## src/rtl/cpbf_pkg.sv

```systemverilog
// Closest pair (brute force) package: widths, point and pair types,
// status codes and sequencer states. No dependencies.
package cpbf_pkg;

  localparam int COORD_W        = 16;
  localparam int DIFF_W         = COORD_W + 1;
  localparam int DIST_W         = 2 * COORD_W + 1;
  localparam int STATUS_W       = 2;
  localparam int MAX_POINTS_DEF = 256;
  localparam int IN_DATA_W      = 32;
  localparam int OUT_DATA_W     = 104;

  typedef struct packed {
    logic signed [COORD_W-1:0] y;
    logic signed [COORD_W-1:0] x;
  } point_t;

  typedef struct packed {
    logic [DIST_W-1:0] dist_sq;
    point_t            b;
    point_t            a;
  } pair_t;

  typedef struct packed {
    logic pj_vld;
    logic load_pi;
    logic clear_best;
  } dist_ctl_t;

  typedef enum logic [STATUS_W-1:0] {
    ST_OK      = 2'd0,
    ST_TOO_FEW = 2'd1,
    ST_DROPPED = 2'd2
  } status_t;

  typedef enum logic [2:0] {
    S_IDLE,
    S_START,
    S_LOAD_I,
    S_LATCH_I,
    S_SCAN,
    S_DRAIN,
    S_FIN
  } seq_state_t;

endpackage

```

## src/rtl/cpbf_dist.sv

```systemverilog
// Shared distance unit: difference, square and compare stages, keeps the best pair.
// Depends on cpbf_pkg (point_t, pair_t, dist_ctl_t).
module cpbf_dist import cpbf_pkg::*; (
  input  logic      clk,
  input  logic      rst_n,
  input  dist_ctl_t ctl,
  input  point_t    rd_pt,
  output logic      busy,
  output pair_t     best
);

  point_t                     pi_r;
  logic                       v1_r, v2_r, best_vld_r;
  logic signed [DIFF_W-1:0]   dx_r, dy_r, dx_nxt, dy_nxt;
  point_t                     a1_r, b1_r, a2_r, b2_r;
  logic [DIST_W-1:0]          sqx_r, sqy_r, sum;
  logic signed [2*DIFF_W-1:0] px, py;
  pair_t                      best_r;
  logic                       upd;

  always_comb begin
    dx_nxt = DIFF_W'(pi_r.x) - DIFF_W'(rd_pt.x);
    dy_nxt = DIFF_W'(pi_r.y) - DIFF_W'(rd_pt.y);
    px     = dx_r * dx_r;
    py     = dy_r * dy_r;
    sum    = sqx_r + sqy_r;
    upd    = v2_r && (!best_vld_r || (sum < best_r.dist_sq));
  end

  always_ff @(posedge clk) begin
    if (!rst_n) begin
      v1_r       <= 1'b0;
      v2_r       <= 1'b0;
      best_vld_r <= 1'b0;
    end else begin
      v1_r <= ctl.pj_vld;
      v2_r <= v1_r;
      if (ctl.clear_best) begin
        best_vld_r <= 1'b0;
      end else if (upd) begin
        best_vld_r <= 1'b1;
      end
    end
  end

  always_ff @(posedge clk) begin
    if (ctl.load_pi) begin
      pi_r <= rd_pt;
    end
    dx_r  <= dx_nxt;
    dy_r  <= dy_nxt;
    a1_r  <= pi_r;
    b1_r  <= rd_pt;
    sqx_r <= px[DIST_W-1:0];
    sqy_r <= py[DIST_W-1:0];
    a2_r  <= a1_r;
    b2_r  <= b1_r;
    if (upd) begin
      best_r.dist_sq <= sum;
      best_r.a       <= a2_r;
      best_r.b       <= b2_r;
    end
  end

  assign busy = v1_r | v2_r;
  assign best = best_r;

endmodule

```

## config.mk

```make
export PLATFORM = sky130hd
export DESIGN_NAME = cpbf_dist
export DESIGN_NICKNAME = d
export VERILOG_FILES = /design/src/rtl/cpbf_pkg.sv /design/src/rtl/cpbf_dist.sv
export SDC_FILE = /design/constraint.sdc
export NUM_CORES = 2
export LEC_CHECK = 0
export ABC_AREA = 1
export BUFFER_PORTS_ARGS = -buffer_cell sky130_fd_sc_hd__buf_2
export CAP_MARGIN = 10
export CORE_MARGIN = 10
export CORE_UTILIZATION = 43
export DETAILED_ROUTE_END_ITERATION = 12
export GPL_ROUTABILITY_DRIVEN = 0
export HOLD_SLACK_MARGIN = 0.05
export PLACE_DENSITY_LB_ADDON = 0.08
export SYNTH_ARGS = -nofsm -noshare
export SYNTH_HDL_FRONTEND = slang
export SYNTH_SLANG_ARGS = --single-unit
```

## constraint.sdc

```tcl
create_clock -name clk -period 7.8 [get_ports clk]
set_input_delay 0.78 -clock clk [delete_from_list [all_inputs] [get_ports clk]]
set_output_delay 0.78 -clock clk [all_outputs]
set_load 0.02 [all_outputs]
```

# After elaboration in Yosys (flattened, before gate mapping)
# Cells that the tools add are included.
[word_totals] reg_bits=360 inputBits=37 out_inout_bits=98 wordCells=34
[op_classes] addsub=3 n_mul=2 n_lt_le_gt_ge=1 n_bitwise=2 n_reduce_logical=4
[ops] op="17-bit by 17-bit multiplier with 33-bit output" count=2
[ops] op="16-bit by 16-bit subtractor with 17-bit output" count=2
[ops] op="33-bit adder" count=1
[ops] op="33-bit less-than comparator" count=1
[ops] op="2-bit OR reduction" count=1
[ops] op="1-bit logical AND" count=1
[ops] op="1-bit logical NOT" count=1
[ops] op="1-bit logical OR" count=1
[ops] op="1-bit inverter" count=1
[ops] op="1-bit bitwise OR" count=1

# Longest topological paths before layout
[depth] depth_word=4 ltp_mapped=28 depth_no_buf=26

# Worst setup path after synthesis
# OpenSTA, ideal clock, no wires.
[synth_path] kind="register to register" from="reg sqx_r[19]" to="reg best_r, in the netlist best[0] (enable)" setup_time_ns=0.585 arrival_time_ns=6.882 slack_ns=0.333 path_stages_with_launch=17 path_cell_list="dfxtp_1 ha_1 a21oi_1 o21ai_0 a21oi_1 nor2_1 nor2_1 nand2_1 nand2_1 nand2_1 ha_1 a21oi_1 o21a_1 nand2_1 a21oi_1 nand3_1 a21oi_1"
[synth_between] elab_chain_cells=4
[synth_lines] item="start, declared" line_no="cpbf_dist.sv:16" rtl="logic [DIST_W-1:0] sqx_r, sqy_r, sum;"
[synth_lines] item="start signal, assigned" line_no="cpbf_dist.sv:54" rtl="sqx_r <= px[DIST_W-1:0];"
[synth_lines] item="33-bit adder" line_no="cpbf_dist.sv:26" rtl="sum = sqx_r + sqy_r;"
[synth_lines] item="named net sum[32]" line_no="cpbf_dist.sv:16"
[synth_lines] item="33-bit less-than comparator" line_no="cpbf_dist.sv:27" rtl="upd = v2_r && (!best_vld_r || (sum < best_r.dist_sq));"
[synth_lines] item="1-bit logical OR" line_no="cpbf_dist.sv:27"
[synth_lines] item="1-bit logical AND" line_no="cpbf_dist.sv:27"
[synth_lines] item="named net upd" line_no="cpbf_dist.sv:19" rtl="logic upd;"
[synth_lines] item="end, declared" line_no="cpbf_dist.sv:18" rtl="pair_t best_r;"
# The timed path passes the listed nets, and every way through them passes these cells.
# A chain may end at the register's enable or synchronous reset.

# Final worst setup path
[layout_path] from="reg dy_r[16]" to="reg sqy_r[27]"
[layout_between] elab_chain_cells=1
[layout_lines] item="start, declared" line_no="cpbf_dist.sv:14" rtl="logic signed [DIFF_W-1:0] dx_r, dy_r, dx_nxt, dy_nxt;"
[layout_lines] item="start signal, assigned" line_no="cpbf_dist.sv:51" rtl="dy_r <= dy_nxt;"
[layout_lines] item="17-bit by 17-bit multiplier with 33-bit output" line_no="cpbf_dist.sv:25" rtl="py = dy_r * dy_r;"
[layout_lines] item="named net py[27]" line_no="cpbf_dist.sv:17" rtl="logic signed [2*DIFF_W-1:0] px, py;"
[layout_lines] item="end signal, assigned" line_no="cpbf_dist.sv:55" rtl="sqy_r <= py[DIST_W-1:0];"
[layout_lines] item="end, declared" line_no="cpbf_dist.sv:16"
# The timed path passes the listed nets, and every way through them passes these cells.

==> flow_summary.ini <==
[run_status]
status = completed

[global_routing]
grt_max_degree = 98
grt_pass1_wl_um = 133000
grt-ovfl-total = 0
grt_antenna_before_repair = 2
grt_usage = 0.184
grt_pass1_vias = 24900

[synthesis]
syn_area_sq_um = 33500
syn_inst = 3748
yosysWarnings = 0
async_flop_share = 0
synth-simple-area-share = 0.138
synth_top_family_by_area = adder cells
synthMuxAreaShare = 0
avgSynthCellArea_sq_um = 8.94
synth_edf_count = 129
synth_xor_area_frac = 0.0295
synth_compound_area_frac = 0.0428
synth_flop_cell = dfxtp_1
yosys.cell_types.count = 39
synthesis.nets = 4578
yosysSeqAreaShare = 0.252
yosys_register_bits = 358
synth_fa_ha_area_frac = 0.414

[clock_network]
htree_num_levels = 2
cts-root-buf = clkbuf_16
cts_buffers = 43
cts_max_path_buffers = 3
cts_tree = built
cts_setup_buffers = 0
cts.sinks = 358
cts_resized = 0
ctsHoldBuffers = 0
clk_latency_ns = 0.61
clk_pin_slew_ns = 0.06

[critical_path]
cp.required_ns = 8.30
timing.rr.start = dy_r[16]
crit_family = adder cells
slowest_delay_ns = 0.91
cp_slowest_cell = dfxtp_1
critPathBufInv = 6
setup.worst_path.start = dy_r[16]
cp-start-kind = flop
cp_max_fo = 22
end_kind = flop
path_class = reg -> reg
path_cells = inv_1, or2_2, fa_1, inv_1, fa_1, inv_1, fa_1, inv_1, fa_1, fa_1, inv_1, fa_1, inv_1, ha_1, a21oi_1, a21boi_1, nor2_1, nor2_1, nand3_1, nand2_1, nand2_1
crit_arrival_ns = 6.79

[route]
ant_nets = 0
first_pass_iters = 5
via_per_inst = 4.68
drc = 0
routed_wl_um = 79900
route.vias.total = 23100
avgRoutedWirePerCell_um = 16.2
drtIter0Drc = 1192

[finish]
drive_gt1_frac = 0.0648
syn2layout_area_growth_pct = 9.80
diodes = 0
final_util = 0.476
mostFrequentLayoutCells = inv_1 (1024), nand2_1 (748), fa_1 (526)
nets = 4697
seq_area_sq_um = 8460
layout_commonest_cell = inv_1
fill_cells = 7648
multiInputGateArea_sq_um = 20900

[sta]
finalSetupTns_ns = 0
setup_violations = 0
drv_slew = 0
tightest_slew_ns = 1.01
hold_violations = 0
final.min_clock_period_ns = 6.29
fmax_mhz = 159
slew_headroom = 0.327
rsz0062_at_grt = no
fin_skew_ns = 0.0463
fin_crit_sh = 0.806

[job]
max_cap_violations = 0

[floorplanning]
ioPinCount = 135
die_h_um = 299
initial_core_util = 0.433
die_x_um = 299
core_sq_um = 77300
num_rows = 102
dieArea_sq_um = 89500

[worst_hold_path]
min_from = a1_r[31]
hold_path.class = reg -> reg

[placement]
post-dp-hpwl_um = 66800
port_buffers = 134
==> worst register-to-register path, stage by stage, from the launching register on <==
cell and delay, ns:
dfxtp_1 0.91, inv_1 0.48, or2_2 0.42, fa_1 0.49, inv_1 0.05, fa_1 0.35
inv_1 0.08, fa_1 0.42, inv_1 0.10, fa_1 0.44, fa_1 0.50, inv_1 0.05
fa_1 0.47, inv_1 0.04, ha_1 0.34, a21oi_1 0.30, a21boi_1 0.34, nor2_1 0.07
nor2_1 0.13, nand3_1 0.09, nand2_1 0.07, nand2_1 0.05
==> kinds of logic (layout without fill, tap and decap cells) <==
kind of cell	after synthesis	count (layout)
DFF	358	358
buffers and inverters	1097	1251
AOI/OAI and AO/OA	257	257
and+or+nand+nor	1130	1130
xor gates and xnor gates	113	113
adders and majority gates	793	793
==> stage by stage <==
stage,worst slack [ns],cell area (sq um),std cells,hold slack [ns]
final,1.51,36800,4942,0.310
after global routing,1.13,36800,4942,0.291
after CTS,1.52,36800,4942,0.277
after detailed placement,1.53,35300,4862,0.312
after global placement,1.59,35300,4862,0.310
after floorplan,0.333,33500,3748,0.310
==> per-layer routing <==
metal  track usage  share of wire
met1         0.255           0.48
met2         0.300           0.46
met3        0.0302          0.049
met4        0.0410          0.020
met5             0        0.00013
==> cell usage after synthesis (all sizes together), types with 25 or more instances <==
cell | count | area, sq um
a21oi | 134 | 671
o21ai | 73 | 380
edfxtp | 129 | 3870
ha | 267 | 3340
dfxtp | 229 | 4580
nand3 | 107 | 551
nand4 | 35 | 219
nor2 | 178 | 673
nand2 | 755 | 2850
fa | 526 | 10500
xnor2 | 25 | 219
xor2 | 88 | 771
nor3 | 27 | 155
inv | 1024 | 3840
clkbuf | 64 | 240
==> cell type report <==
cell class / count / area share
clock buffers: 61 / 0.0344
well taps: 1040 / 0.0354
inverters: 1024 / 0.104
flip-flops and latches: 358 / 0.230
clock inverters: 19 / 0.00551
repair buffers: 147 / 0.0212
multi-input cells: 2293 / 0.569
==> sequential cells by signal, indices dropped and copies added (netlist names) <==
name and flops:
a1_r 32, a2_r 32, b1_r 32, b2_r 32
best 97, best_vld_r 1, dx_r 17, dy_r 17
pi_r 32, sqx_r 32, sqy_r 32, v1_r 1
v2_r 1
==> path summary, 6_finish.rpt <==
kind	end	slack, ns	cells after the start
max reg2reg	sqy_r[27]	1.51	21
max	sqy_r[27]	1.51	21
min	a2_r[31]	0.31	0
min reg2reg	a2_r[31]	0.31	0
Power is left out: the tool's default activity adds up to more than one toggle a clock period on the data nets, which glitch-free logic cannot reach.
