File: src/rtl/cpbf_pkg.sv
// Closest pair (brute force) package: widths, point and pair types,
// status codes and sequencer states. No dependencies.
package cpbf_pkg;

  localparam int COORD_W        = 16;
  localparam int DIFF_W         = COORD_W + 1;
  localparam int DIST_W         = 2 * COORD_W + 1;
  localparam int STATUS_W       = 2;
  localparam int MAX_POINTS_DEF = 256;
  localparam int IN_DATA_W      = 32;
  localparam int OUT_DATA_W     = 104;

  typedef struct packed {
    logic signed [COORD_W-1:0] y;
    logic signed [COORD_W-1:0] x;
  } point_t;

  typedef struct packed {
    logic [DIST_W-1:0] dist_sq;
    point_t            b;
    point_t            a;
  } pair_t;

  typedef struct packed {
    logic pj_vld;
    logic load_pi;
    logic clear_best;
  } dist_ctl_t;

  typedef enum logic [STATUS_W-1:0] {
    ST_OK      = 2'd0,
    ST_TOO_FEW = 2'd1,
    ST_DROPPED = 2'd2
  } status_t;

  typedef enum logic [2:0] {
    S_IDLE,
    S_START,
    S_LOAD_I,
    S_LATCH_I,
    S_SCAN,
    S_DRAIN,
    S_FIN
  } seq_state_t;

endpackage

File: src/rtl/cpbf_seq.sv
// Sequencer: collects points, walks the pair scan, orders and holds the result.
// Depends on cpbf_pkg (types, status codes, states).
module cpbf_seq import cpbf_pkg::*; #(
  parameter int MAX_POINTS = MAX_POINTS_DEF,
  localparam int AW        = (MAX_POINTS > 1) ? $clog2(MAX_POINTS) : 1,
  localparam int CW        = $clog2(MAX_POINTS + 1)
) (
  input  logic          clk,
  input  logic          rst_n,
  input  logic          in_valid,
  output logic          in_ready,
  input  logic          in_last,
  output logic          st_we,
  output logic [AW-1:0] st_waddr,
  output logic [AW-1:0] st_raddr,
  output dist_ctl_t     ctl,
  input  logic          busy,
  input  pair_t         best,
  output logic          out_valid,
  input  logic          out_ready,
  output pair_t         out_pair,
  output status_t       out_status
);

  seq_state_t        state_r, state_nxt;
  logic [CW-1:0]     n_r, n_nxt;
  logic              ovf_r, ovf_nxt, few_r, few_nxt, pjv_r, pjv_nxt;
  logic [AW-1:0]     i_r, i_nxt, j_r, j_nxt;
  logic              ovld_r, ovld_nxt;
  pair_t             opair_r, opair_nxt;
  status_t           ostat_r, ostat_nxt;
  logic              acc, full, row_end, last_row, out_free, swap;

  always_comb begin
    acc      = in_valid && (state_r == S_IDLE);
    full     = (n_r == CW'(MAX_POINTS));
    row_end  = (CW'(j_r) == n_r - CW'(1));
    last_row = (CW'(i_r) + CW'(2) == n_r);
    out_free = !ovld_r || out_ready;
    swap     = (best.a.x > best.b.x) || ((best.a.x == best.b.x) && (best.a.y > best.b.y));
  end

  always_comb begin
    state_nxt = state_r;
    case (state_r)
      S_IDLE:    if (acc && in_last) state_nxt = S_START;
      S_START:   state_nxt = (n_r < CW'(2)) ? S_FIN : S_LOAD_I;
      S_LOAD_I:  state_nxt = S_LATCH_I;
      S_LATCH_I: state_nxt = S_SCAN;
      S_SCAN:    if (row_end) state_nxt = last_row ? S_DRAIN : S_LOAD_I;
      S_DRAIN:   if (!pjv_r && !busy) state_nxt = S_FIN;
      S_FIN:     if (out_free) state_nxt = S_IDLE;
      default:   state_nxt = S_IDLE;
    endcase
  end

  always_comb begin
    in_ready       = (state_r == S_IDLE);
    st_we          = acc && !full;
    st_waddr       = n_r[AW-1:0];
    st_raddr       = (state_r == S_LOAD_I) ? i_r : j_r;
    ctl.pj_vld     = pjv_r;
    ctl.load_pi    = (state_r == S_LATCH_I);
    ctl.clear_best = (state_r == S_START);
    n_nxt          = n_r;
    ovf_nxt        = ovf_r;
    few_nxt        = few_r;
    i_nxt          = i_r;
    j_nxt          = j_r;
    pjv_nxt        = 1'b0;
    ovld_nxt       = ovld_r && !out_ready;
    opair_nxt      = opair_r;
    ostat_nxt      = ostat_r;
    case (state_r)
      S_IDLE: begin
        if (acc) begin
          if (full) ovf_nxt = 1'b1;
          else      n_nxt   = n_r + CW'(1);
        end
      end
      S_START: begin
        few_nxt = (n_r < CW'(2));
        i_nxt   = '0;
      end
      S_LOAD_I: j_nxt = i_r + AW'(1);
      S_SCAN: begin
        pjv_nxt = 1'b1;
        if (row_end) i_nxt = i_r + AW'(1);
        else         j_nxt = j_r + AW'(1);
      end
      S_FIN: begin
        if (out_free) begin
          ovld_nxt = 1'b1;
          n_nxt    = '0;
          ovf_nxt  = 1'b0;
          if (few_r) begin
            opair_nxt = '0;
            ostat_nxt = ST_TOO_FEW;
          end else begin
            opair_nxt.dist_sq = best.dist_sq;
            opair_nxt.a       = swap ? best.b : best.a;
            opair_nxt.b       = swap ? best.a : best.b;
            ostat_nxt         = ovf_r ? ST_DROPPED : ST_OK;
          end
        end
      end
      default: ;
    endcase
  end

  always_ff @(posedge clk) begin
    if (!rst_n) begin
      state_r <= S_IDLE;
      n_r     <= '0;
      ovf_r   <= 1'b0;
      few_r   <= 1'b0;
      pjv_r   <= 1'b0;
      ovld_r  <= 1'b0;
      i_r     <= '0;
      j_r     <= '0;
    end else begin
      state_r <= state_nxt;
      n_r     <= n_nxt;
      ovf_r   <= ovf_nxt;
      few_r   <= few_nxt;
      pjv_r   <= pjv_nxt;
      ovld_r  <= ovld_nxt;
      i_r     <= i_nxt;
      j_r     <= j_nxt;
    end
  end

  always_ff @(posedge clk) begin
    opair_r <= opair_nxt;
    ostat_r <= ostat_nxt;
  end

  assign out_valid  = ovld_r;
  assign out_pair   = opair_r;
  assign out_status = ostat_r;

endmodule

File: config.mk
export PLATFORM = sky130hd
export DESIGN_NAME = cpbf_seq
export DESIGN_NICKNAME = d
export VERILOG_FILES = /design/src/rtl/cpbf_pkg.sv /design/src/rtl/cpbf_seq.sv
export SDC_FILE = /design/constraint.sdc
export NUM_CORES = 1
export LEC_CHECK = 0
export BUFFER_PORTS_ARGS = -buffer_cell sky130_fd_sc_hd__buf_2
export CELL_PAD_IN_SITES_DETAIL_PLACEMENT = 2
export CELL_PAD_IN_SITES_GLOBAL_PLACEMENT = 2
export CORE_UTILIZATION = 35
export DETAILED_ROUTE_END_ITERATION = 16
export GPL_TIMING_DRIVEN = 0
export PLACE_DENSITY_LB_ADDON = 0.1
export SYNTH_ARGS = -nofsm -noshare
export SYNTH_HDL_FRONTEND = slang
export SYNTH_SLANG_ARGS = --single-unit
File: constraint.sdc
create_clock -name clk -period 5.9 [get_ports clk]
set_input_delay 0.295 -clock clk [delete_from_list [all_inputs] [get_ports clk]]
set_output_delay 0.295 -clock clk [all_outputs]
set_load 0.02 [all_outputs]
# After elaboration in Yosys (flattened, before gate mapping)
# Cells that the tools add are included.
[op_classes]
eq_ne = 18
n_reduce_logical = 23
muxes = 26
addsub = 5
order_cmp = 3
[op_table]
columns = ["op", "count"]
rows = [
  ["$mux 32", 2],
  ["$gt 16x16->1", 2],
  ["$pmux 8 s2", 2],
  ["$mux 9", 3],
  ["$mux 8", 3],
  ["$pmux 3 s7", 1],
  ["$mux 3", 6],
  ["$pmux 9 s2", 1],
  ["$add 8x1->8 const B", 2],
  ["$eq 16x16->1", 1],
  ["$reduce_and 4->1", 3],
  ["$ne 2x2->1 const B", 5],
  ["$add 8x2->9 const B", 1],
  ["$add 9x1->9 const B", 1],
  ["$eq 3x3->1 const B", 3],
  ["$eq 8x9->1", 1],
  ["$eq 9x9->1", 1],
  ["$eq 9x9->1 const B", 1],
  ["$lt 9x2->1 const B", 1],
  ["$sub 9x1->9 const B", 1],
  ["$eq 3x2->1 const B", 2],
  ["$logic_and 1x1->1", 6],
  ["$mux 1", 6],
  ["$ne 2x1->1 const B", 3],
  ["other kinds (8)", 17],
]
[word_totals]
out_inout_bits = 121
register_bits = 131
elab_cells = 89
input_bits = 103

# Logic depth before layout (Yosys ltp)
# Gate-level depths: netlist (run 1).
[depth]
ltp_word = 5
mapped_depth = 12

# Worst setup path before layout (run 1)
# No wires, ideal clock.
[synth_timing]
path_type = "register to register"
from = "register state_r[0]"
to = "register n_r[7]"
stages_incl_launch_ff = 10
synth_period_minus_slack_ns = 3.993
t_required_ns = 5.778
path_slack_ns = 1.907
arrival_ns = 3.871
cell_sequence = "dfxtp_1 -> clkbuf_1 -> nor2b_1 -> nand3_1 -> inv_1 -> o21ai_1 -> nor3_1 -> nand2_1 -> xnor2_1 -> nor2b_1"
[synth_between]
elab_chain_cells = 4
[synth_lines]
columns = ["item", "line_no", "text"]
rows = [
  ["start: declaration", "cpbf_seq.sv:25", "seq_state_t state_r, state_nxt;"],
  ["start signal: assignment", "cpbf_seq.sv:122", "state_r <= state_nxt;"],
  ["$logic_not 3->1", "cpbf_seq.sv:35, cpbf_seq.sv:74", ""],
  ["$logic_and 1x1->1", "cpbf_seq.sv:35", "acc = in_valid && (state_r == S_IDLE);"],
  ["$ne 2x1->1 (no line)", "-", ""],
  ["$reduce_and 4->1 (no line)", "-", ""],
  ["end signal: assignment", "cpbf_seq.sv:123", "n_r <= n_nxt;"],
  ["end: declaration", "cpbf_seq.sv:26", "logic [CW-1:0] n_r, n_nxt;"],
]
# Several ways; a longest one is shown, not always the timed one.
# A chain may end at the register's enable or synchronous reset.

# Worst setup path after layout (run 1)
[layout_timing]
from = "register n_r[0]"
to = "register i_r[1]"
[layout_between]
elab_chain_cells = 4
[layout_lines]
columns = ["item", "line_no", "text"]
rows = [
  ["$sub 9x1->9", "cpbf_seq.sv:37", "row_end = (CW'(j_r) == n_r - CW'(1));"],
  ["$eq 8x9->1", "cpbf_seq.sv:37", ""],
  ["$ne 2x2->1 (no line)", "-", ""],
  ["$reduce_and 2->1 (no line)", "-", ""],
  ["end signal: assignment", "cpbf_seq.sv:128", "i_r <= i_nxt;"],
  ["end: declaration", "cpbf_seq.sv:28", "logic [AW-1:0] i_r, i_nxt, j_r, j_nxt;"],
]
# No other way between the ends.

==> results of run 1 <==
-- area by class of cell --
cell class	count	area share, %
buffer	53	2.997
timing repair buffer	225	11.76
clock buffer	17	4.374
antenna	4	0.1029
clock inverter	15	1.518
tap	275	3.537
inverter	43	1.685
multi-input combinational	508	36.88
sequential	131	37.15
-- stage by stage --
step                instance area, um2  utilization [%]  cells  hold slack [ns]
floorplan                         7654                -    735           0.4064
global placement                  9114            42.95   1233           0.4149
detailed placement                9136            43.05   1234           0.4339
CTS                               9709            45.75   1266           0.1442
global route                      9722            45.81   1269           0.1552
finish                            9727            45.84   1271           0.1552
-- state kept, by name (all words and copies together) (netlist names) --
name	count
few_r	1
i_r	8
j_r	8
n_r	9
out_pair	97
out_status	2
out_valid	1
ovf_r	1
pjv_r	1
state_r	3
-- per-layer routing --
layer / vias to the layer above / share of wire (%) / GRT usage [%]
met1: 3179 / 39 / 25.40
met4: 2 / 2.0 / 7.828
met3: 36 / 4.0 / 4.543
met2: 155 / 55 / 46.20
met5: - / 0.050 / 0
li1: 3070 / - / -
-- cells in the final DEF, fill, tap and decap left out, drive strengths merged, types with 27 or more instances in the layout --
| cell | Yosys | routed |
|---|---|---|
| nor2 | 27 | 27 |
| nand2b | 68 | 68 |
| nor2b | 43 | 43 |
| buf | 23 | 248 |
| nand2 | 64 | 64 |
| inv | 42 | 48 |
| ha | 37 | 37 |
| mux2i | 69 | 69 |
| clkbuf | 30 | 47 |
| dfxtp | 32 | 32 |
| edfxtp | 99 | 99 |
-- cells by family (layout without fill, tap and decap cells) --
family	count (synthesis)	after routing	synth area share, %
compound gates	84	84	7.504
xor+xnor	35	35	4.005
fa+ha+maj	37	37	6.049
buf+inv	96	353	5.918
flops	131	131	47.21
mux	70	70	9.171
other cells	0	4	0
simple gates	282	282	20.14
-- path summary, 6_finish.rpt --
| path | startpoint | depth (start not counted) | endpoint |
|---|---|---|---|
| max | n_r[0] | 12 | i_r[1] |
| min reg2reg | few_r | 0 | out_status[0] |
| min | best[95] | 2 | out_pair[95] |
| max reg2reg | n_r[0] | 12 | i_r[1] |
-- where the power goes --
| part | switching [mW] | leakage (nW) | internal [mW] |
|---|---|---|---|
| Clock | 0.465 | 0.278 | 0.591 |
| Sequential | 0.0251 | 1.15 | 1.07 |
| Combinational | 0.596 | 2.98 | 0.388 |
==> results by group, run 1 <==
Status
  – Status: finished, final reports clean

CTS
  – Clock Tree Root: clkbuf_16
  – Clock sinks: ~130
  – Post-CTS sizing: 0
  – CTS tree: built
  – # H-tree levels: 4
  – CTS Buf Count: 17
  – Clock Latency Late Sink: 0.43 ns
  – Post-CTS setup buffer count: 0
  – Buffer levels on the longest clock path: 2
  – CTS clk-pin slew, worst paths: ~0.06 ns
  – Hold-fix buffers at CTS: 0

Synthesis
  – Top cells by area, synth: edfxtp_1 (39%), mux2i_1 (9.0%), dfxtp_1 (8.4%), ha_1 (6.0%), nand2b_1 (5.6%)
  – Synth unique cells: 60
  – Post-synth top area cell: edfxtp_1
  – Synth top cells by count: edfxtp_1 (99), mux2i_1 (69), nand2b_1 (68)
  – Syn Std Cell Area: about 0.0077 mm2
  – Post-synthesis cell count: 735
  – Top-area cell type share of the netlist area: roughly two fifths
  – Ys Warns: 0
  – Cell with the most instances after synthesis: edfxtp_1
  – Post-synth EDFFs: 99
  – Top FF cell, synth: edfxtp_1
  – Syn_nets: 875
  – Post-synthesis async set-or-reset flop share: 0%
  – Average cell area after synthesis: around 10 um2
  – Post-synthesis sequential area ratio: 47.21%
  – Yosys reg bits: 131

Setup path
  – Largest fanout on the critical path: 10
  – CP max-delay cell: clkbuf_1
  – Critical-path cell list: clkbuf_1, inv_1, ha_1, buf_2, nor2b_1, or3_1, a31oi_1, nand4_1, or3_1, buf_2, and3_1, o21a_1
  – CP peak stage delay: 0.43 ns
  – Crit path kind: flip-flop to flip-flop
  – Crit path capture type: flip-flop
  – Flop2flop setup slack: approximately 2.5 ns
  – Crit path DAT: 3.76 ns
  – Crit start category: flip-flop
  – Worst Path Required: ~6.2 ns
  – Kind of cell adding the most delay to the critical path: simple AND/OR/NAND/NOR gates
  – Worst Path Buf+Inv: 4

Drt
  – 1st-iter DRT viols: ~190
  – Vias/cell: 5.068
  – DR pass1 iterations: 4
  – DRC: 0
  – Post-detailed-route count of antenna-violating nets: 0
  – Drt wl/cell: between 20 and 25 um
  – Routed vias: between 6000 and 7000
  – WL final: 26180 um

Run
  – Max Cap Violations: 0

Placement
  – IO Port Bufs: about 220
  – Placer Congestion: between 0.7 and 0.8
  – Setup WS pre-CTS: roughly 2.4 ns
  – Detailed Place HPWL: around 19000 um

Global route
  – Initial antenna violation count: 5
  – First-pass GRT wire length: about 40000 um
  – Largest net degree at the start of global routing: 60
  – Vias in the first global route: 7093
  – All-Layer GR Usage: 23.79%
  – Gr ovfl total: 0

Timing
  – Final worst path period need: approximately 3.4 ns
  – Tightest Pin Transition: ~0.8 ns
  – RSZ-0062 raised after global routing: false
  – Final slew viol count: 0
  – Slew margin rel.: 46.39%
  – Final Cycle Share: between 50% and 60%
  – FMAX: ~0.29 GHz
  – Final setup margin: ~2.5 ns
  – Setup TNS: 0 ns
  – Setup Viol. Count Final: 0
  – Fin Clk Skew: roughly 0.010 ns
  – Final Hold Viols: 0

Finish
  – FF/Latch Area: between 0.003 and 0.004 mm2
  – Layout area overhead: 27.09%
  – Multi-input gate area: around 0.0036 mm2
  – Layout cells sized above 1: between 20% and 30%
  – # fillers: 2304
  – Nets: around 1100

Floorplanning
  – Die ar.: between 0.02 and 0.025 mm2
  – Die width: ~150 um
  – Core region area: 0.02122 mm2
  – # rows: 53
  – Initial cell density of the core: between 30% and 40%
  – Die height: around 150 um
  – I/O pin count: around 220

Power and ir drop
  – Pleak: 4.408 nW
  – Pwr dens: 322.7 mW/mm2
  – VDD IR max: 0.0001960 V
  – Tot Pwr: 3.139 mW

Worst hold path
  – Hold/Removal Path Class: primary input to flip-flop
Power figures use the tool's default switching activity.
==> run 2, diff against run 1 <==
Settings changed: CORE_UTILIZATION 35 to 32.
Clock period 5.9 ns to 3.6 ns, I/O delays scaled along.
==> run 2 against run 1 <==
- routed wire length fell by 3.3%
- first-iteration DRC count rose by 13%
- critical path depth did not move
- die area rose by 9.2%
- critical path type unchanged
- largest cell class unchanged
- highest routed layer unchanged
==> results by group, run 2 (same netlist as run 1, synthesis figures left out) <==
Drt
  – Post-detailed-route count of antenna-violating nets: 0 (unchanged)
  – DRC: 0 (unchanged)
  – Routed vias: 6446 (+0.062%)
  – WL final: 25320 um (-3.3%)
  – 1st-iter DRT viols: 209 (+13%)
  – DR pass1 iterations: 4 (unchanged)
  – Vias/cell: 4.906 (-3.2%)
  – Drt wl/cell: 19.27 um (-6.4%)

Setup path
  – Crit path capture type: flip-flop
  – Largest fanout on the critical path: 10 (unchanged)
  – Crit start category: flip-flop
  – Worst Path Required: 3.92 ns (-2.30 ns)
  – Crit path kind: flip-flop to flip-flop
  – Crit path DAT: 3.65 ns (-0.11 ns)

CTS
  – Clock Tree Root: clkbuf_16
  – CTS Buf Count: 17 (unchanged)
  – CTS clk-pin slew, worst paths: 0.07 ns (about the same)
  – Clock sinks: 131 (unchanged)
  – # H-tree levels: 4 (unchanged)
  – Buffer levels on the longest clock path: 2 (unchanged)
  – Post-CTS setup buffer count: 0 (unchanged)
  – Hold-fix buffers at CTS: 0 (unchanged)
  – CTS tree: built
  – Post-CTS sizing: 0 (unchanged)
  – Clock Latency Late Sink: 0.43 ns (about the same)

Timing
  – Setup TNS: 0 ns (unchanged)
  – FMAX: 0.3002 GHz (+3.2%)
  – Final slew viol count: 0 (unchanged)
  – Final worst path period need: 3.331 ns (-0.1063 ns)
  – RSZ-0062 raised after global routing: false
  – Final Cycle Share: 92.52% (+34 points)
  – Slew margin rel.: 38.09% (-8.3 points)
  – Setup Viol. Count Final: 0 (unchanged)
  – Tightest Pin Transition: 0.9236 ns (+0.1194 ns)
  – Fin Clk Skew: 0.01563 ns (+0.005293 ns)
  – Final Hold Viols: 0 (unchanged)
  – Final setup margin: 0.2693 ns (-2.194 ns)

Placement
  – Placer Congestion: 0.7717 (-1.1%)
  – Dpl cell area: 0.009213 mm2 (+0.84%)
  – Detailed Place HPWL: 19500 um (+1.2%)
  – IO Port Bufs: 223 (unchanged)
  – Setup WS pre-CTS: 0.2308 ns (-2.207 ns)

Global route
  – Vias in the first global route: 6837 (-3.6%)
  – All-Layer GR Usage: 21.06% (-2.7 points)
  – Gr ovfl total: 0 (unchanged)
  – Largest net degree at the start of global routing: 36 (-40%)
  – Initial antenna violation count: 4 (-1)
  – First-pass GRT wire length: 38630 um (-2.8%)

Power and ir drop
  – Pleak: 4.395 nW (-0.28%)
  – VDD IR max: 0.0002542 V (+30%)
  – Pwr dens: 525.9 mW/mm2 (+63%)

Floorplanning
  – Die width: 156.7 um (+4.5%)
  – Die ar.: 0.02454 mm2 (+9.2%)
  – Initial cell density of the core: 32.61% (-3.5 points)
  – Core region area: 0.02347 mm2 (+11%)
  – Die height: 156.7 um (+4.5%)
  – I/O pin count: 224 (unchanged)
  – # rows: 56 (+5.7%)

Finish
  – Design area: 0.009819 mm2 (+0.95%)
  – Fin util: 41.83% (-4.0 points)
  – Max reg flops: 97 (unchanged)
  – Layout cells sized above 1: 28.90% (+0.072 points)
  – Commonest non-fill, non-tap cell in the layout: buf_2
  – Most frequent cells in the layout: buf_2 (228), edfxtp_1 (99), mux2i_1 (69)
  – Nets: 1120 (+0.089%)
  – Layout area overhead: 28.30%

Run
  – Max Cap Violations: 0 (unchanged)

Status
  – Status: finished, final reports clean

Worst hold path
  – Hold/Removal Path Class: primary input to flip-flop
[run 2: changes by cell type in the layout (fill, tap and decap cells not counted), sizes merged]
cell / delta
diode: -2
inv: -3
clkinv: -5
clkinvlp: +6
clkbuf: +2
bufinv: +1
[run 2: area by class of cell]
class                           instances  area (um2)
Multi-Input combinational cell        508        3592
Tap cell                              319       399.1
Timing Repair Buffer                  225        1156
Timing Repair inverter                  1       5.005
Antenna cell                            2       5.005
Clock inverter                         13       148.9
Inverter                               43       165.2
Sequential cell                       131        3613
Fill cell                            2581       13650
Clock buffer                           19       442.9
Buffer                                 53       291.5
[run 2: path summary, 6_finish.rpt]
kind / start / to / slack, ns / cells past startpoint
worst min-delay path: best[64] / out_pair[64] / 0.05 / 2
worst max-delay path: n_r[0] / i_r[1] / 0.27 / 12
worst max register to register: n_r[0] / i_r[1] / 0.27 / 12
worst min register to register: few_r / out_status[0] / 0.44 / 0
[run 2: layer usage]
layer | up-vias | track usage, % | wire [um]
li1 | 3080 | - | -
met1 | 3188 | 23.35 | 10230
met2 | 141 | 39.56 | 13360
met3 | 33 | 4.957 | 1259
met4 | 4 | 6.162 | 439
met5 | - | 0 | 34
[run 2: worst max-delay path: stages (launching register included)]
cell      delay [ns]
dfxtp_1         0.36
clkbuf_1        0.39
inv_1           0.12
ha_1            0.21
buf_2           0.19
nor2b_1         0.15
or3_1           0.34
a31oi_1         0.17
nand4_1         0.32
or3_1           0.40
buf_2           0.18
and3_1          0.20
o21a_1          0.19
[run 2: stage by stage]
stage                     power, mW  cells  hold WS (ns)
after global placement        3.345   1277        0.4079
after global routing          5.425   1313       0.03390
final                         5.164   1314       0.04640
after floorplan               2.924    735        0.3887
after CTS                     5.217   1311       0.03018
after detailed placement      3.402   1279        0.4242
[run 2: power breakdown]
group | internal, mW | switching (mW)
Clock | 1.05 | 0.738
Sequential | 1.76 | 0.0386
Combinational | 0.631 | 0.948
==> run 3, diff against run 2 <==
Settings changed: CORE_MARGIN set to 2, RECOVER_POWER set to 50.
==> run 3 against run 2 <==
- cell count grew 0.23%
- worst setup slack better by 0.18 ns
- die area increased by 2.6%
- sequential power barely moved
- flip-flop and latch count unchanged
- sequential share of layout area increased by 0.50 points
- register-to-register slack better by 0.21 ns
- largest cell class unchanged
==> results by group, run 3 (same netlist as run 1, synthesis figures left out) <==
Power and ir drop
  – VDD IR max: 0.0003228 V (+27%)
  – Pwr dens: 530.2 mW/mm2 (+0.82%)
  – Pleak: 4.105 nW (-6.6%)
  – Tot Pwr: 5.136 mW (-0.54%)

Floorplanning
  – Initial cell density of the core: 32.61% (unchanged)
  – Die height: 158.7 um (+1.3%)
  – Core region area: 0.02347 mm2 (unchanged)
  – Die ar.: 0.02517 mm2 (+2.6%)
  – Die width: 158.7 um (+1.3%)
  – # rows: 56 (unchanged)
  – I/O pin count: 224 (unchanged)

Drt
  – Drt wl/cell: 19.61 um (+1.8%)
  – Routed vias: 6519 (+1.1%)
  – WL final: 25830 um (+2.0%)
  – Post-detailed-route count of antenna-violating nets: 0 (unchanged)
  – DRC: 0 (unchanged)
  – Vias/cell: 4.950 (+0.90%)
  – DR pass1 iterations: 4 (unchanged)
  – 1st-iter DRT viols: 284 (+36%)

CTS
  – Hold-fix buffers at CTS: 0 (unchanged)
  – Clock Tree Root: clkbuf_16
  – # H-tree levels: 4 (unchanged)
  – Buffer levels on the longest clock path: 2 (unchanged)
  – Clock sinks: 131 (unchanged)
  – CTS tree: built
  – CTS clk-pin slew, worst paths: 0.07 ns (about the same)
  – Clock Latency Late Sink: 0.43 ns (about the same)
  – CTS Buf Count: 17 (unchanged)

Finish
  – FF/Latch Area: 0.003613 mm2 (unchanged)
  – Max reg flops: 97 (unchanged)
  – Layout cells sized above 1: 17.82% (-11 points)
  – Layout area overhead: 26.57%
  – Most frequent cells in the layout: clkbuf_1 (139), buf_2 (119), edfxtp_1 (99)
  – # fillers: 2629 (+1.9%)
  – Commonest non-fill, non-tap cell in the layout: clkbuf_1
  – Multi-input gate area: 0.003580 mm2 (-0.35%)
  – Nets: 1120 (unchanged)
  – Design area: 0.009687 mm2 (-1.4%)

Setup path
  – Worst Path Required: 3.86 ns (-0.06 ns)
  – Crit path kind: primary input to flip-flop
  – Crit path DAT: 3.41 ns (-0.24 ns)
  – Crit path capture type: flip-flop
  – Kind of cell adding the most delay to the critical path: simple AND/OR/NAND/NOR gates
  – Largest fanout on the critical path: 10 (unchanged)
  – Critical-path cell list: buf_2, inv_1, ha_1, nand4_1, or4_1, nor2_1, nand3_1, mux2_2, o31ai_1, clkbuf_1, buf_6, mux2i_1
  – CP max-delay cell: clkbuf_1
  – Worst Path Buf+Inv: 4 (unchanged)
  – CP peak stage delay: 0.68 ns (+0.28 ns)
  – Crit start category: primary input

Global route
  – Initial antenna violation count: 8 (+4)
  – First-pass GRT wire length: 39430 um (+2.1%)
  – Vias in the first global route: 6956 (+1.7%)
  – Largest net degree at the start of global routing: 39 (+8.3%)
  – Gr ovfl total: 0 (unchanged)
  – All-Layer GR Usage: 20.68% (-0.38 points)

Placement
  – Dpl cell area: 0.009213 mm2 (unchanged)
  – IO Port Bufs: 223 (unchanged)
  – Detailed Place HPWL: 19800 um (+1.5%)
  – Placer Congestion: 0.7587 (-1.7%)

Timing
  – Fin Clk Skew: 0.01609 ns (+0.0004519 ns)
  – Tightest Pin Transition: 1.271 ns (+0.3479 ns)
  – Worst Hold Slack: 0.04669 ns (+0.0002919 ns)
  – Final slew viol count: 0 (unchanged)
  – Final Cycle Share: 87.63% (-4.9 points)
  – Setup Viol. Count Final: 0 (unchanged)
  – Final worst path period need: 3.155 ns (-0.1760 ns)
  – Slew margin rel.: 14.58% (-24 points)
  – RSZ-0062 raised after global routing: false
  – FMAX: 0.3170 GHz (+5.6%)
  – Final Hold Viols: 0 (unchanged)

Status
  – Status: finished, final reports clean

Run
  – Max Cap Violations: 0 (unchanged)

Worst hold path
  – Hold/Removal Path Class: primary input to flip-flop
==> run 3: cell types whose count changed in the layout (fill, tap and decap cells not counted), sizes merged, moves of 3 or more <==
cell,change
inv,+4
clkbuf,+114
buf,-113
clkinvlp,-5
diode,+3
==> run 3: power by group <==
group / internal (mW) / switching (mW)
Sequential: 1.76 / 0.0379
Clock: 1.03 / 0.760
Combinational: 0.618 / 0.932
==> run 3: final cells by class <==
class                           count  area share [%]
Clock inverter                     12           1.059
Tap cell                          319           4.120
Antenna cell                        5          0.1292
Clock buffer                       20           5.167
Timing Repair inverter              1         0.05167
Multi-Input combinational cell    508           36.95
Buffer                             53           2.984
Sequential cell                   131           37.30
Inverter                           43           1.705
Timing Repair Buffer              225           10.53
==> run 3: repair_timing <==
item | CTS | global route
setup endpoints to repair | 0 | 6
resized for setup | 0 | 2
setup buffers | 0 | 0
==> run 3: per-stage QoR <==
| stage | setup TNS (ns) | instances | util, % | setup slack, ns |
|---|---|---|---|---|
| 6_report | 0 | 1317 | 41.27 | 0.4454 |
| 5_1_grt | 0 | 1315 | 41.25 | 0.1457 |
| 3_5_place_dp | 0 | 1279 | 39.25 | 0.1921 |
| 4_1_cts | 0 | 1311 | 41.82 | 0.1690 |
| 2_1_floorplan | 0 | 735 | - | 0.5154 |
| 3_3_place_gp | -15.91 | 1277 | 39.08 | -0.6262 |
==> run 3: layer usage <==
metal	vias up	global-route usage, %	wire (um)
met5	-	0	42
met4	6	5.706	354
met3	29	4.382	1390
met2	149	38.82	13520
met1	3251	23.56	10530
li1	3084	-	-
==> run 3: final timing paths <==
check,depth (start not counted),slack (ns),start,endpoint
worst max-delay path,12,0.45,best[47],out_pair[25]
worst min-delay path,2,0.05,best[66],out_pair[66]
worst max register to register,10,0.48,state_r[0],n_r[5]
worst min register to register,0,0.43,few_r,out_status[0]
